`config.mk`:
```
export PLATFORM = sky130hd
export DESIGN_NAME = spq_cell
export DESIGN_NICKNAME = d
export VERILOG_FILES = /design/src/rtl/core/spq_pkg.sv /design/src/rtl/core/spq_cell.sv
export SDC_FILE = /design/constraint.sdc
export NUM_CORES = 1
export LEC_CHECK = 0
export BUFFER_PORTS_ARGS = -buffer_cell sky130_fd_sc_hd__buf_2
export CELL_PAD_IN_SITES_DETAIL_PLACEMENT = 0
export CELL_PAD_IN_SITES_GLOBAL_PLACEMENT = 2
export CORE_MARGIN = 5
export CORE_UTILIZATION = 27
export CTS_BUF_LIST = sky130_fd_sc_hd__clkbuf_8 sky130_fd_sc_hd__clkbuf_16
export CTS_CLUSTER_DIAMETER = 50
export DETAILED_ROUTE_END_ITERATION = 16
export PLACE_DENSITY = 0.91
export SYNTH_ARGS = -nofsm -noshare
export SYNTH_HDL_FRONTEND = slang
export SYNTH_SLANG_ARGS = --single-unit
```
`constraint.sdc`:
```
create_clock -name i_clk -period 6.1 [get_ports i_clk]
set_clock_uncertainty 0.05 [all_clocks]
set_input_delay 0.61 -clock i_clk [delete_from_list [all_inputs] [get_ports i_clk]]
set_output_delay 0.61 -clock i_clk [all_outputs]
set_load 0.1 [all_outputs]
```
`src/rtl/core/spq_pkg.sv`:
```
// Types and codes shared by the sorted priority queue modules.
package spq_pkg;

    localparam int PRIO_W = 16;
    localparam int DATA_W = 32;
    localparam int FILL_W = 7;

    typedef enum logic [1:0] {
        ST_INSERTED = 2'd0,
        ST_REMOVED  = 2'd1,
        ST_EMPTY    = 2'd2,
        ST_FULL     = 2'd3
    } t_status;

    typedef struct packed {
        logic [PRIO_W-1:0] prio;
        logic [DATA_W-1:0] data;
    } t_entry;

    // per-cell control broadcast from the top level
    typedef struct packed {
        logic ins;   // insert request taken this cycle
        logic rem;   // remove request taken this cycle
        logic occ;   // cell holds a live entry
        logic tail;  // first free cell
    } t_cell_ctl;

endpackage

```
`src/rtl/core/spq_cell.sv`:
```
// One slot of the sorted queue: compares against the new entry and shifts.
module spq_cell
    import spq_pkg::*;
(
    input  logic      i_clk,
    input  t_cell_ctl i_ctl,
    input  t_entry    i_new,
    input  t_entry    i_prev,
    input  logic      i_prev_shift,
    input  t_entry    i_next,
    output t_entry    o_entry,
    output logic      o_shift
);

    t_entry r_entry;
    t_entry n_entry;
    logic   w_gt;

    // the insert point and every live entry behind it move back one slot
    assign w_gt    = i_ctl.occ && (r_entry.prio > i_new.prio);
    assign o_shift = w_gt || i_ctl.tail;
    assign o_entry = r_entry;

    always_comb begin
        n_entry = r_entry;
        if (i_ctl.ins && o_shift) begin
            n_entry = i_prev_shift ? i_prev : i_new;
        end else if (i_ctl.rem) begin
            n_entry = i_next;
        end
    end

    always_ff @(posedge i_clk) begin
        r_entry <= n_entry;
    end

endmodule

```
==> Word level (Yosys, flattened, before mapping) <==
Index checks and enable logic that the tools add are counted.
{ "word_totals": {"elab_cells": 10, "inputBits": 150, "register_bits": 48} }
{ "op_classes": {"reduce_logical": 4, "n_mux": 3, "order_cmp": 1} }
{ "ops": {"columns": ["op", "n"], "rows": [
  ["$mux 48", 3],
  ["$gt 16x16->1", 1],
  ["$logic_and 1x1->1", 2],
  ["$reduce_bool 2->1", 1],
  ["$logic_or 1x1->1", 1]
]} }

==> Longest topological paths before layout <==
{ "logic_depth": {"ltp_word": 5, "mapped_depth": 9} }

==> Worst setup path before layout <==
No wires, ideal clock.
{ "synth_path": {"path_kind": "register to register", "start": "register r_entry (netlist bit o_entry[47])", "end": "register r_entry (netlist bit o_entry[0]), enable pin", "stages_incl_launch_ff": 8, "arrival_ps": 3151, "synth_period_minus_slack_ps": 3586, "required_time_ps": 5666, "n_path_buf": 2, "setup_slack_ps": 2514, "cell_sequence": "edfxtp_1 -> ha_1 -> nand4_2 -> a2111o_1 -> a311oi_2 -> buf_6 -> buf_6 -> or2_2"} }
{ "synth_between": {"elab_chain_cells": 5} }
{ "synth_lines": {"columns": ["item", "line_no", "text"], "rows": [
  ["from (decl)", "spq_cell.sv:15", "t_entry r_entry;"],
  ["from (signal assigned)", "spq_cell.sv:34", "r_entry <= n_entry;"],
  ["$gt 16x16->1", "spq_cell.sv:20", "assign w_gt = i_ctl.occ && (r_entry.prio > i_new.prio);"],
  ["$logic_and 1x1->1", "spq_cell.sv:20", null],
  ["$logic_or 1x1->1", "spq_cell.sv:21", "assign o_shift = w_gt || i_ctl.tail;"],
  ["$logic_and 1x1->1", "spq_cell.sv:26", "if (i_ctl.ins && o_shift) begin"],
  ["$reduce_bool 2->1 (no line)", null, null]
]} }
Every way passes these cells.
A chain may end at the register's enable or synchronous reset.

==> Worst setup path after layout <==
{ "layout_path": {"start": "input i_new[39] (netlist name)", "end": "output o_shift"} }
{ "layout_between": {"elab_chain_cells": 3} }
{ "layout_lines": {"columns": ["item", "line_no", "text"], "rows": [
  ["from (decl)", "spq_cell.sv:7", "input t_entry i_new,"],
  ["$gt 16x16->1", "spq_cell.sv:20", null],
  ["$logic_and 1x1->1", "spq_cell.sv:20", null],
  ["$logic_or 1x1->1", "spq_cell.sv:21", null],
  ["to (decl)", "spq_cell.sv:12", "output logic o_shift"]
]} }
Every way passes these cells.

==> metrics <==
outcome finished clean; Slowest-stage cell, CP a211oi_1; Synth warnings 0; number of synthesized flops with an enable pin 48; cts hold-fix bufs 0; drt via density 4.43; VDD IR-drop max 107 uV; max-cap violations 0; actual slew at the worst max-slew pin 0.709 ns; hold_ws 0.570 ns; Post-CTS Setup Bufs 0; final count of pins violating max slew 0; Yosys top cell by area edfxtp_1; post_cts resized 0; post-synthesis net count 400; area share of the largest cell type after synthesis 0.474; RSZ-0062 raised after global routing false; Stages on worst setup path 9; Placer Congestion 0.770; hold wc startpoint i_next[25]; die area 13500 sq um; die width 116 microns; clk slew on worst S/H paths 0.07 ns; crit-path cells buf_2 > inv_1 > ha_1 > a21oi_1 > o21ai_0 > a211oi_1 > nand3b_1 > a31o_2 > buf_2; placed instance area 4180 sq um; top post-synthesis cells by count mux2_2, edfxtp_1, nand2_1; Final #Nets 596; Tot Pwr 1.29 mW; average wire per standard cell 15.6 microns; register area share after synthesis 0.474; final hold vios 0; Leakage 2.03 nW; Die Ht 116 microns; drt total wl 8.92 mm; Most common cell on crit path buf_2; Fmax achieved 0.322 GHz; mean area per synthesized cell 13.0 sq um; CTS HTree Levels 2; max reg flops 48; Synth Instances 234; reg2reg path depth 6; Setup crit end kind output port; FF+latch count, synth 48; FP Rows 38; share of cells above drive strength 1 0.687; input/output buffers 198; Num Clock Sinks 48; TritonCTS Buffers 5; Starting Density 0.278; CP startpoint i_new[39]; Hold Crit Class in2reg; P per Cell Area 294 nW/um^2; CP Class in2out; Antenna Nets Post-Route 0; Core Area 10900 sq um; CTS max path bufs 2; Crit path max-delay family compound AO/OA/AOI/OAI gates; Critical Path RT 5.44 ns; critical path arrival 2.45 ns; # DRC 0; DR vias 2528; first-pass GRT wire length 13.6 mm; DR pass1 iterations 4; CTS tree done; root buf cell clkbuf_16; Largest stage delay, worst path 0.46 ns; TNS Setup 0 ns; Final period util 0.510; Reg-to-Reg Start o_entry[47]; vias in the first global route 2781; largest net degree at the start of global routing 64; synth-to-layout area growth 43.7%; Crit Path Max Fanout 3; R2R Path End o_entry[29]; Ant. Diodes 0; DP HPWL 7.09 mm; Cell Area, Synth 3040 sq um; Slew headroom 0.527; io pins 199; remaining global-route overflow 0; Overall Global Routing Usage 0.128; Bufs and invs on worst path 3; R2R Setup Slk 3.07 ns; DR iter-0 viols 64; Final Instance Area 4370 sq um; Worst Setup Start Kind input port; Distinct cells, synth 27; crit path to o_shift; Clock Latency Late Sink 0.28 ns; top-count cell post-synth mux2_2; synth top area cells edfxtp_1, mux2_2, ha_1, mux2_4, o21ai_0; initial antenna violation count 0; Final min period 3.11 ns; Setup-failing EPs final 0; Top FF cell, synth edfxtp_1; Async SR Flop Fraction 0
[cells by family (layout without fill, tap and decap cells)]
logic type | Yosys count | count (layout) | synth area share
AOI/OAI and AO/OA | 30 | 30 | 0.0596
adders and majority gates | 16 | 16 | 0.0658
buffers and inverters | 29 | 226 | 0.0419
DFF | 48 | 48 | 0.474
muxes | 81 | 81 | 0.311
and+or+nand+nor | 30 | 30 | 0.0481
[metrics by stage]
step / worst slack (ns) / instances / util
global placement: 2.79 / 563 / 0.382
CTS: 2.95 / 571 / 0.400
global route: 2.82 / 571 / 0.400
detailed placement: 2.67 / 563 / 0.382
finish: 2.99 / 571 / 0.400
floorplan: 2.51 / 234 / -
[placed cells by master, fill, tap and decap left out, drive strengths merged]
| master | netlist | final |
|---|---|---|
| a21oi | 7 | 7 |
| nand3b | 1 | 1 |
| edfxtp | 48 | 48 |
| a31o | 1 | 1 |
| clkbuf | 5 | 5 |
| nor3 | 1 | 1 |
| a311oi | 1 | 1 |
| o21ai | 17 | 17 |
| bufinv | 0 | 2 |
| inv | 17 | 18 |
| or2 | 1 | 1 |
| nor2b | 1 | 1 |
| nand2 | 19 | 19 |
| or4 | 1 | 1 |
| o211ai | 1 | 1 |
| buf | 7 | 201 |
| nor2 | 2 | 2 |
| a2111o | 1 | 1 |
| o21bai | 1 | 1 |
| nand4 | 4 | 4 |
| ha | 16 | 16 |
| mux2 | 81 | 81 |
| a211oi | 1 | 1 |
[worst min-delay path by stage]
stage                        to  cells past startpoint
finish              o_entry[25]                      2
global route        o_entry[25]                      2
floorplan           o_entry[38]                      1
detailed placement  o_entry[36]                      2
global placement     o_entry[0]                      2
CTS                 o_entry[25]                      2
[where the power goes]
group	internal (mW)	total, mW	leakage, nW	switching [mW]
registers	0.412	0.424	0.481	0.0127
logic	0.132	0.504	1.46	0.371
clock network	0.236	0.359	0.0944	0.123
total	0.781	1.29	2.03	0.507
[per-layer routing]
metal	global-route usage	wire [microns]	part of all wire
met1	0.143	3340	0.37
met4	0.0302	90	0.010
met5	0	0	0
met2	0.234	4580	0.51
met3	0.0425	913	0.10
[final cells by class]
class                      count  area (sq um)
inverter                      17          63.8
timing repair buffer         201          1010
fill                        1094          6560
sequential                    48          1440
multi-input combinational    157          1490
clock inverter                 3          68.8
tap                          140           175
clock buffer                   5           125
[worst register-to-register path, stage by stage (launching register included)]
cell	delay (ns)
edfxtp_1	0.39
ha_1	0.34
nand4_2	0.18
a2111o_1	0.48
a311oi_4	0.24
or2_2	0.58
buf_4	0.43
(Power assumes the default switching activity.)
